$ cat src/hdl/epd_pkg.sv
// Shared types, codes and the grayscale waveform table for the e-paper drive encoder.
package epd_pkg;

   // Operating modes carried with each pixel transfer.
   typedef enum logic [2:0] {
      MODE_BLACK     = 3'd0,
      MODE_BW        = 3'd1,
      MODE_DISCHARGE = 3'd2,
      MODE_PARTIAL   = 3'd3,
      MODE_GRAY      = 3'd4
   } mode_type;

   // Two-bit panel drive codes.
   localparam logic [1:0] CODE_DISCHARGE = 2'b00;
   localparam logic [1:0] CODE_BLACK     = 2'b01;
   localparam logic [1:0] CODE_WHITE     = 2'b10;
   localparam logic [1:0] CODE_HOLD      = 2'b11;

   localparam int GRAY_LEVELS = 8;
   localparam int GRAY_PHASES = 9;
   localparam logic [3:0] LAST_PHASE = 4'(GRAY_PHASES - 1);

   localparam logic [1:0] COUNT_ONE = 2'd1;
   localparam logic [1:0] COUNT_TWO = 2'd2;

   // Drive code for each gray level (row) at each waveform phase (column).
   localparam logic [1:0] GRAY_WAVE [GRAY_LEVELS][GRAY_PHASES] = '{
      '{2'd0, 2'd0, 2'd0, 2'd0, 2'd0, 2'd1, 2'd1, 2'd1, 2'd0},
      '{2'd0, 2'd0, 2'd1, 2'd2, 2'd1, 2'd1, 2'd2, 2'd1, 2'd0},
      '{2'd0, 2'd1, 2'd1, 2'd2, 2'd1, 2'd1, 2'd1, 2'd2, 2'd0},
      '{2'd1, 2'd1, 2'd1, 2'd2, 2'd2, 2'd1, 2'd1, 2'd2, 2'd0},
      '{2'd1, 2'd1, 2'd1, 2'd2, 2'd1, 2'd2, 2'd1, 2'd2, 2'd0},
      '{2'd0, 2'd1, 2'd1, 2'd2, 2'd1, 2'd2, 2'd1, 2'd2, 2'd0},
      '{2'd1, 2'd2, 2'd1, 2'd1, 2'd2, 2'd2, 2'd1, 2'd2, 2'd0},
      '{2'd0, 2'd0, 2'd0, 2'd0, 2'd0, 2'd0, 2'd0, 2'd2, 2'd0}
   };

   typedef struct packed {
      logic [2:0] mode;
      logic [7:0] first_byte;
      logic [7:0] second_byte;
      logic [3:0] phase;
   } req_payload_type;

   typedef struct packed {
      logic [7:0] drive_first;
      logic [7:0] drive_second;
      logic [1:0] bytes_valid;
      logic       phase_error;
   } rsp_payload_type;

endpackage

$ cat src/hdl/epd_channels.sv
// Valid/ready channel interfaces for pixel requests and drive responses.
interface epd_req_if;
   logic       valid;
   logic       ready;
   logic [2:0] mode;
   logic [7:0] first_byte;
   logic [7:0] second_byte;
   logic [3:0] phase;

   modport source (output valid, mode, first_byte, second_byte, phase, input ready);
   modport sink   (input valid, mode, first_byte, second_byte, phase, output ready);
endinterface

interface epd_rsp_if;
   logic       valid;
   logic       ready;
   logic [7:0] drive_first;
   logic [7:0] drive_second;
   logic [1:0] bytes_valid;
   logic       phase_error;

   modport source (output valid, drive_first, drive_second, bytes_valid, phase_error,
                   input ready);
   modport sink   (input valid, drive_first, drive_second, bytes_valid, phase_error,
                   output ready);
endinterface

$ cat src/hdl/epd_encode.sv
// Combinational drive-code encoder for one registered pixel item.
module epd_encode
   import epd_pkg::*;
(
   input  req_payload_type req,
   output rsp_payload_type rsp
);

   function automatic logic [1:0] pixel_code(input logic [2:0] mode,
                                             input logic new_bit,
                                             input logic old_bit);
      logic [1:0] code;
      code = CODE_DISCHARGE;
      case (mode)
         MODE_BLACK:   code = new_bit ? CODE_BLACK : CODE_HOLD;
         MODE_BW:      code = new_bit ? CODE_BLACK : CODE_WHITE;
         MODE_PARTIAL: begin
            if (old_bit && !new_bit) code = CODE_WHITE;
            else if (!old_bit && new_bit) code = CODE_BLACK;
            else code = CODE_HOLD;
         end
         default:      code = CODE_DISCHARGE;
      endcase
      return code;
   endfunction

   logic       phase_bad;
   logic [3:0] phase_idx;
   logic [7:0] mono_first;
   logic [7:0] mono_second;
   logic [7:0] gray_byte;

   assign phase_bad = req.phase > LAST_PHASE;
   // Out-of-range phases never reach the table.
   assign phase_idx = phase_bad ? '0 : req.phase;

   always_comb begin
      for (int b = 0; b < 4; b++) begin
         mono_first[2*b +: 2]  = pixel_code(req.mode, req.first_byte[4+b],
                                            req.second_byte[4+b]);
         mono_second[2*b +: 2] = pixel_code(req.mode, req.first_byte[b],
                                            req.second_byte[b]);
      end
   end

   // Low pixel of each byte sits above its high pixel in the output nibble.
   assign gray_byte = {GRAY_WAVE[req.second_byte[2:0]][phase_idx],
                       GRAY_WAVE[req.second_byte[6:4]][phase_idx],
                       GRAY_WAVE[req.first_byte[2:0]][phase_idx],
                       GRAY_WAVE[req.first_byte[6:4]][phase_idx]};

   always_comb begin
      unique case (req.mode)
         MODE_GRAY: begin
            rsp.drive_first  = phase_bad ? 8'h00 : gray_byte;
            rsp.drive_second = 8'h00;
            rsp.bytes_valid  = COUNT_ONE;
            rsp.phase_error  = phase_bad;
         end
         MODE_BLACK, MODE_BW, MODE_PARTIAL: begin
            rsp.drive_first  = mono_first;
            rsp.drive_second = mono_second;
            rsp.bytes_valid  = COUNT_TWO;
            rsp.phase_error  = 1'b0;
         end
         default: begin
            rsp.drive_first  = 8'h00;
            rsp.drive_second = 8'h00;
            rsp.bytes_valid  = COUNT_TWO;
            rsp.phase_error  = 1'b0;
         end
      endcase
   end

endmodule

$ cat src/hdl/eink_pixel_drive_encoder.sv
// Top level of the e-paper pixel drive encoder: input register, encoder, result register.
//
// Usage: frame-buffer bytes arrive on req_chan, one transfer per item, with a mode,
// a first (new) byte, a second (old or second gray pair) byte and a waveform phase.
// Each item yields exactly one transfer on rsp_chan carrying two drive bytes (high
// nibble codes first, then low nibble codes), the count of meaningful drive bytes
// and a phase error flag for grayscale items whose phase lies above 8.
// A request passes through the input register, then through the encoder into the
// result register, before it is offered as a valid response.
// Throughput is one item per clock while rsp_chan is not stalled; the encoder is a
// single pass of table lookups and code selection between the two registers.
// When the receiver stalls, the result register holds its transfer and the input
// register takes one more item; req_chan.ready then falls until rsp_chan moves.
// req_chan.ready follows rsp_chan.ready combinationally through the two stages.
// Synchronous reset empties both stages; payload contents are left as they are.
module eink_pixel_drive_encoder
   import epd_pkg::*;
(
   input logic             clock,
   input logic             reset,
   epd_req_if.sink         req_chan,
   epd_rsp_if.source       rsp_chan
);

   req_payload_type stage_ff;
   req_payload_type stage_in;
   logic            stage_valid_ff;
   rsp_payload_type result_ff;
   rsp_payload_type result_in;
   logic            result_valid_ff;
   logic            result_load;
   logic            stage_load;

   // The result register takes a new item whenever it is empty or being drained.
   assign result_load = !result_valid_ff || rsp_chan.ready;
   // The input register accepts when empty or when its item moves on this cycle.
   assign req_chan.ready = !stage_valid_ff || result_load;
   assign stage_load = req_chan.valid && req_chan.ready;

   assign stage_in = '{mode:        req_chan.mode,
                       first_byte:  req_chan.first_byte,
                       second_byte: req_chan.second_byte,
                       phase:       req_chan.phase};

   epd_encode u_encode (
      .req (stage_ff),
      .rsp (result_in)
   );

   always_ff @(posedge clock) begin
      if (reset) begin
         stage_valid_ff  <= 1'b0;
         result_valid_ff <= 1'b0;
      end else begin
         if (req_chan.ready) stage_valid_ff <= req_chan.valid;
         if (result_load) result_valid_ff <= stage_valid_ff;
      end
   end

   always_ff @(posedge clock) begin
      if (stage_load) stage_ff <= stage_in;
      if (result_load && stage_valid_ff) result_ff <= result_in;
   end

   assign rsp_chan.valid        = result_valid_ff;
   assign rsp_chan.drive_first  = result_ff.drive_first;
   assign rsp_chan.drive_second = result_ff.drive_second;
   assign rsp_chan.bytes_valid  = result_ff.bytes_valid;
   assign rsp_chan.phase_error  = result_ff.phase_error;

endmodule

$ cat src/flat_wrapper.sv
// flat-port wrapper written by rule: the top's interface ports become plain ports
module eink_pixel_drive_encoder_flat import epd_pkg::*;
  (clock, reset, req_chan_valid, req_chan_mode, req_chan_first_byte, req_chan_second_byte, req_chan_phase, req_chan_ready, rsp_chan_valid, rsp_chan_drive_first, rsp_chan_drive_second, rsp_chan_bytes_valid, rsp_chan_phase_error, rsp_chan_ready);
  epd_req_if req_chan_i ();
  epd_rsp_if rsp_chan_i ();
  input logic clock;
  input logic reset;
  input wire logic [$bits(req_chan_i.valid)-1:0] req_chan_valid;
  input wire logic [$bits(req_chan_i.mode)-1:0] req_chan_mode;
  input wire logic [$bits(req_chan_i.first_byte)-1:0] req_chan_first_byte;
  input wire logic [$bits(req_chan_i.second_byte)-1:0] req_chan_second_byte;
  input wire logic [$bits(req_chan_i.phase)-1:0] req_chan_phase;
  output wire logic [$bits(req_chan_i.ready)-1:0] req_chan_ready;
  output wire logic [$bits(rsp_chan_i.valid)-1:0] rsp_chan_valid;
  output wire logic [$bits(rsp_chan_i.drive_first)-1:0] rsp_chan_drive_first;
  output wire logic [$bits(rsp_chan_i.drive_second)-1:0] rsp_chan_drive_second;
  output wire logic [$bits(rsp_chan_i.bytes_valid)-1:0] rsp_chan_bytes_valid;
  output wire logic [$bits(rsp_chan_i.phase_error)-1:0] rsp_chan_phase_error;
  input wire logic [$bits(rsp_chan_i.ready)-1:0] rsp_chan_ready;
  assign req_chan_i.valid = req_chan_valid;
  assign req_chan_i.mode = req_chan_mode;
  assign req_chan_i.first_byte = req_chan_first_byte;
  assign req_chan_i.second_byte = req_chan_second_byte;
  assign req_chan_i.phase = req_chan_phase;
  assign req_chan_ready = req_chan_i.ready;
  assign rsp_chan_valid = rsp_chan_i.valid;
  assign rsp_chan_drive_first = rsp_chan_i.drive_first;
  assign rsp_chan_drive_second = rsp_chan_i.drive_second;
  assign rsp_chan_bytes_valid = rsp_chan_i.bytes_valid;
  assign rsp_chan_phase_error = rsp_chan_i.phase_error;
  assign rsp_chan_i.ready = rsp_chan_ready;
  eink_pixel_drive_encoder u_core (.clock(clock), .reset(reset), .req_chan(req_chan_i), .rsp_chan(rsp_chan_i));
endmodule
$ cat config.mk
export PLATFORM = sky130hd
export DESIGN_NAME = eink_pixel_drive_encoder_flat
export DESIGN_NICKNAME = d
export VERILOG_FILES = /design/src/hdl/epd_pkg.sv /design/src/hdl/epd_channels.sv /design/src/hdl/epd_encode.sv /design/src/hdl/eink_pixel_drive_encoder.sv /design/src/flat_wrapper.sv
export SDC_FILE = /design/constraint.sdc
export NUM_CORES = 1
export LEC_CHECK = 0
export BUFFER_PORTS_ARGS = -buffer_cell sky130_fd_sc_hd__buf_2
export CORE_MARGIN = 3
export CORE_UTILIZATION = 31
export DETAILED_ROUTE_END_ITERATION = 16
export HOLD_SLACK_MARGIN = 0.15
export MAX_ROUTING_LAYER = met4
export PLACE_DENSITY = 0.56
export SYNTH_ARGS = -nofsm -noshare
export SYNTH_HDL_FRONTEND = slang
export SYNTH_HIERARCHICAL = 1
export SYNTH_SLANG_ARGS = --single-unit
$ cat constraint.sdc
create_clock -name clock -period 2 [get_ports clock]
set_input_delay 0.1 -clock clock [delete_from_list [all_inputs] [get_ports clock]]
set_output_delay 0.1 -clock clock [all_outputs]
set_load 0.02 [all_outputs]
# --- Word level (Yosys, flattened, before mapping) ---
# Memories as Yosys holds them, arrays and structs flattened.
# Index checks and enable logic that the tools add are counted.
totals:
  regBits: 44
  romBits: 576
  in_bits: 27
  output_inout_bits: 21
  word_cells: 131
  mem_count: 4
memory_table:
  columns: ["memory", "words", "width", "rd", "rd_clocked_by_memory_dff", "wr", "line", "rtl"]
  rows:
  - ["(no name shown)", 8, 18, 1, 0, 0, "epd_encode.sv:50", "GRAY_WAVE[req.first_byte[6:4]][phase_idx]};"]
  - ["(no name shown)", 8, 18, 1, 0, 0, "epd_encode.sv:49", "GRAY_WAVE[req.first_byte[2:0]][phase_idx],"]
  - ["(no name shown)", 8, 18, 1, 0, 0, "epd_encode.sv:48", "GRAY_WAVE[req.second_byte[6:4]][phase_idx],"]
  - ["(no name shown)", 8, 18, 1, 0, 0, "epd_encode.sv:47", "assign gray_byte = {GRAY_WAVE[req.second_byte[2:0]][phase_idx],"]
op_classes:
  order_cmp: 6
  eq_ne: 3
  n_mux: 63
  bitwise_logic: 5
  n_reduce_logical: 40
op_table:
  columns: ["operator", "n"]
  rows:
  - ["$mux W18", 8]
  - ["$mux W2", 40]
  - ["$pmux W2 S3", 8]
  - ["$pmux W19 S2", 1]
  - ["$bmux W2 S4", 4]
  - ["$logic_and A1 B1 Y1", 18]
  - ["$logic_not A1 Y1", 18]
  - ["$ge A4 B4 Y1 const B", 4]
  - ["$not A3 Y4", 4]
  - ["$mux W8", 1]
  - ["$ge A5 B5 Y1 const B", 1]
  - ["$not A4 Y5", 1]
  - ["$gt A4 B4 Y1 const B", 1]
  - ["$mux W4", 1]
  - ["$eq A3 B1 Y1 const B", 1]
  - ["$eq A3 B2 Y1 const B", 1]
  - ["$eq A3 B3 Y1 const B", 1]
  - ["$logic_not A3 Y1", 1]
  - ["$reduce_or A3 Y1", 1]
  - ["$logic_or A1 B1 Y1", 2]

# --- Longest topological paths before layout ---
depth:
  word_depth: 9
  mapped_depth: 7
  depth_no_buf: 7

# --- Hierarchy ---
# The synthesis kept the hierarchy.
modules_own_cells:
  columns: ["module", "n_inst", "cells_per_inst", "area_per_inst_um2", "seq_area_each_um2"]
  rows:
  - ["epd_encode", 1, 228, 1546.5, 0.0]
  - ["eink_pixel_drive_encoder", 1, 52, 1365.1, 1301.2]

# --- Least setup slack after synthesis ---
# No wires, ideal clock.
synth_path:
  path_kind: "register to register"
  from: "reg u_core/stage_ff[8] (netlist bit)"
  to: "reg u_core.result_ff (netlist bit u_core/rsp_chan.drive_first[4]) (data pin)"
  setup_time_ns: 0.265
  arrival_time_ns: 1.603
  t_required_ns: 1.735
  setup_slack_ns: 0.132
  stages_incl_launch_ff: 7
  n_path_buf: 0
  period_less_slack_ns: 1.868
  path_cell_list: "edfxtp_1 -> inv_1 -> ha_1 -> mux2_4 -> a221oi_2 -> a211oi_1 -> or3_1"
synth_rtl:
  columns: ["item", "line", "rtl"]
  rows:
  - ["start, declared", "eink_pixel_drive_encoder.sv:25", "req_payload_type stage_ff;"]
  - ["start signal, assigned", "eink_pixel_drive_encoder.sv:61", "if (stage_load) stage_ff <= stage_in;"]
  - ["end signal, assigned", "eink_pixel_drive_encoder.sv:62", "if (result_load && stage_valid_ff) result_ff <= result_in;"]
  - ["end, declared", "eink_pixel_drive_encoder.sv:28", "rsp_payload_type result_ff;"]

==> metrics.csv <==
stage;metric;value;unit
sta;Setup TNS;0;ns
pwr;cell area power density;575.5;nW/µm²
floorplan;Die ar.;10590;µm²
routing;first-pass iteration count of the detailed router;4;
cells_and_area;Syn-to-layout area delta;30.47;%
critical_path;Critical Path End Type;flop;
floorplan;# IOs;48;
sta;unrepaired setup endpoints after global routing;false;
routing;wire per inst;14.85;µm
critical_path;Crit Path Class;flop to flop;
job;MaxCap Viol Count;0;
routing;DR vias;2416;
global_route;initial antenna violation count;0;
floorplan;die height;102.9;µm
critical_path;Data required, critical path;2.05;ns
logic_synthesis;Mapped Area;2912;µm²
sta;Final min period;1.927;ns
worst_hold_path;Hold Path Stages;2;
clock_tree;worst skew pair latency;0.31;ns
sta;endpoints failing hold;0;
sta;Final Slew Violations;0;
global_route;largest net degree at the start of global routing;24;
logic_synthesis;Yosys reg bits;44;
placed_design;I/O Buffers;47;
cells_and_area;Final nets;432;
clock_tree;Clock Tree Root;clkbuf_8;
critical_path;R2R Path Start;u_core/stage_ff[9];
global_route;number of global-route vias before repair;2246;
floorplan;die width;102.9;µm
logic_synthesis;Yosys top cell by area;edfxtp_1;
critical_path;setup slack, reg-to-reg;0.07;ns
critical_path;Worst Path Arrival;1.98;ns
clock_tree;CTS Buffer Depth;2;
logic_synthesis;Syn Inst Count;280;
routing;drt via density;5.012;
sta;final setup violation count;0;
global_route;grt ovf;0;
sta;fin crit share;0.9636;
cells_and_area;commonest cells after routing, fill and taps aside;47 x buf_2, 42 x edfxtp_1, 32 x ha_1;
placed_design;post-DP HPWL;5302;µm
logic_synthesis;Mapped Nets;339;
critical_path;RR Endpoint;u_core/rsp_chan.drive_first[4];
critical_path;kind of start point of the critical path;flop;
logic_synthesis;number of synthesized flops with an enable pin;42;
worst_hold_path;hold endpoint;u_core/stage_ff[12];
logic_synthesis;most used flip-flop cell after synthesis;edfxtp_1;
logic_synthesis;Yosys warnings;6;
routing;DR DRC count;0;
clock_tree;Num Clock Sinks;44;
logic_synthesis;Mean Syn Cell Area;10.40;µm²
placed_design;dpl cell area;3423;µm²
routing;DRT iter0 DRCs;125;
placed_design;RePlAce Congestion;0.9418;
status;status;complete, no violations;
floorplan;Row Count;34;
cells_and_area;Design Area, Final;3799;µm²
cells_and_area;layout cells sized above 1;0.2727;
logic_synthesis;Synth async-reset ratio;0;
clock_tree;Clock transition at path regs;0.09;ns
sta;Achievable Freq;518.9;MHz
logic_synthesis;top cell type's share of synthesized area;0.4332;
sta;clk_skew;0.007968;ns
critical_path;peak fanout along the critical path;7;
logic_synthesis;ranking of synthesized cells by area;edfxtp_1 43%, ha_1 14%, a21oi_1 4.1%, o21ai_0 2.6%, mux2i_1 2.4%;
sta;Max-slew headroom;0.6942;
routing;antenna-violating nets left;0;
clock_tree;CTS Buf Count;5;
clock_tree;H-tree levels;2;
global_route;total track usage;0.1429;
worst_hold_path;hold_sp;req_chan_valid;
clock_tree;CTS tree;yes;
critical_path;reg2reg path depth;6;
global_route;first-pass GRT wire length;11390;µm
cells_and_area;Layout Utilization;0.4252;
cells_and_area;Layout fillers;918;
routing;Post-Route WL;7157;µm
worst_hold_path;hold crit path type;input port to flop;
cells_and_area;antenna cells;0;
floorplan;Initial Utilization;0.3259;
pwr;Leak;1.610;nW
logic_synthesis;post-synthesis sequential area ratio;0.4469;
logic_synthesis;Distinct cells, synth;50;
sta;worst slew pin tran;0.4587;ns
pwr;Peak VDD IR;0.0002921;V
cells_and_area;most common cell after layout, fill and taps aside;buf_2;
floorplan;core footprint;8934;µm²
==> kinds of logic after synthesis <==
| kind of cell | after synthesis | share of synthesized area |
|---|---|---|
| compound gates | 92 | 0.2041 |
| fa+ha+maj | 32 | 0.1375 |
| buf+inv | 41 | 0.06145 |
| flops | 44 | 0.4469 |
| mux | 10 | 0.03696 |
| simple gates | 61 | 0.1130 |
==> area by class of cell <==
class	instances	area, µm²	share of cell area
clock buffers	6	82.58	0.02174
inverters	22	82.58	0.02174
well taps	108	135.1	0.03557
multi-input cells	195	1434	0.3775
clock inverters	2	15.01	0.003953
repair buffers	105	748.2	0.1970
flip-flops and latches	44	1301	0.3426
==> critical path: stages (launching register included) <==
cell,delay (ns)
edfxtp_1,0.40
buf_4,0.18
ha_1,0.21
mux2_4,0.27
a221oi_2,0.21
a211oi_1,0.07
or3_1,0.36
==> timing repair <==
action / 4_1_cts / 5_1_grt
setup buffers: 0 / 2
hold endpoints to repair: 25 / 0
hold buffers: 26 / 0
endpoints found under the setup margin: 0 / 2
resized for setup: 0 / 2
==> power by group <==
part           internal (W)  switching, W  total, W
clock              0.000280      0.000329  0.000609
combinational      0.000215      0.000262  0.000477
sequential          0.00107     0.0000299   0.00110
==> worst max-delay path by stage <==
stage                            start                        endpoint  slack (ns)  cells past startpoint
floorplan           u_core/stage_ff[8]  u_core/rsp_chan.drive_first[4]        0.13                      6
global placement    u_core/stage_ff[8]  u_core/rsp_chan.drive_first[4]         0.1                      6
detailed placement  u_core/stage_ff[9]  u_core/rsp_chan.drive_first[4]        0.03                      5
CTS                 u_core/stage_ff[9]  u_core/rsp_chan.drive_first[4]        0.02                      5
global route        u_core/stage_ff[9]  u_core/rsp_chan.drive_first[4]        0.01                      6
finish              u_core/stage_ff[9]  u_core/rsp_chan.drive_first[4]        0.07                      6
==> flip-flops by register name, summed over array words and instances, names as in the netlist <==
name	flops
u_core/stage_ff	23
u_core/rsp_chan.drive_first	8
u_core/rsp_chan.drive_second	8
u_core/rsp_chan.bytes_valid	2
u_core/rsp_chan.phase_error	1
u_core/rsp_chan.valid	1
u_core/stage_valid_ff	1
==> metrics by stage <==
step                      cells  hold slack (ns)  power, W  setup WS, ns
after floorplan             280           0.1624  0.001392        0.1318
after CTS                   480           0.3375  0.002206       0.01759
after detailed placement    446           0.2781  0.001554       0.02857
after global routing        482           0.3472  0.002292       0.01076
final                       482           0.3294  0.002186       0.07290
after global placement      446           0.2764  0.001549       0.09838
==> cells in the mapped netlist, drive strengths merged, types with 5 or more instances <==
cell type	count
inv	20
nand3	5
ha	32
a21oi	25
a31oi	7
edfxtp	42
buf	11
clkbuf	8
mux2i	7
nor2b	12
nand2	18
nor2	13
a211oi	7
o21ai	26
o311ai	5
==> metal layers <==
metal,routed length (µm),global-route usage
met5,0,-
met1,3218,0.1846
met3,275,0.02639
met2,3515,0.2235
met4,147,0.05279
Power figures use the tool's default switching activity.
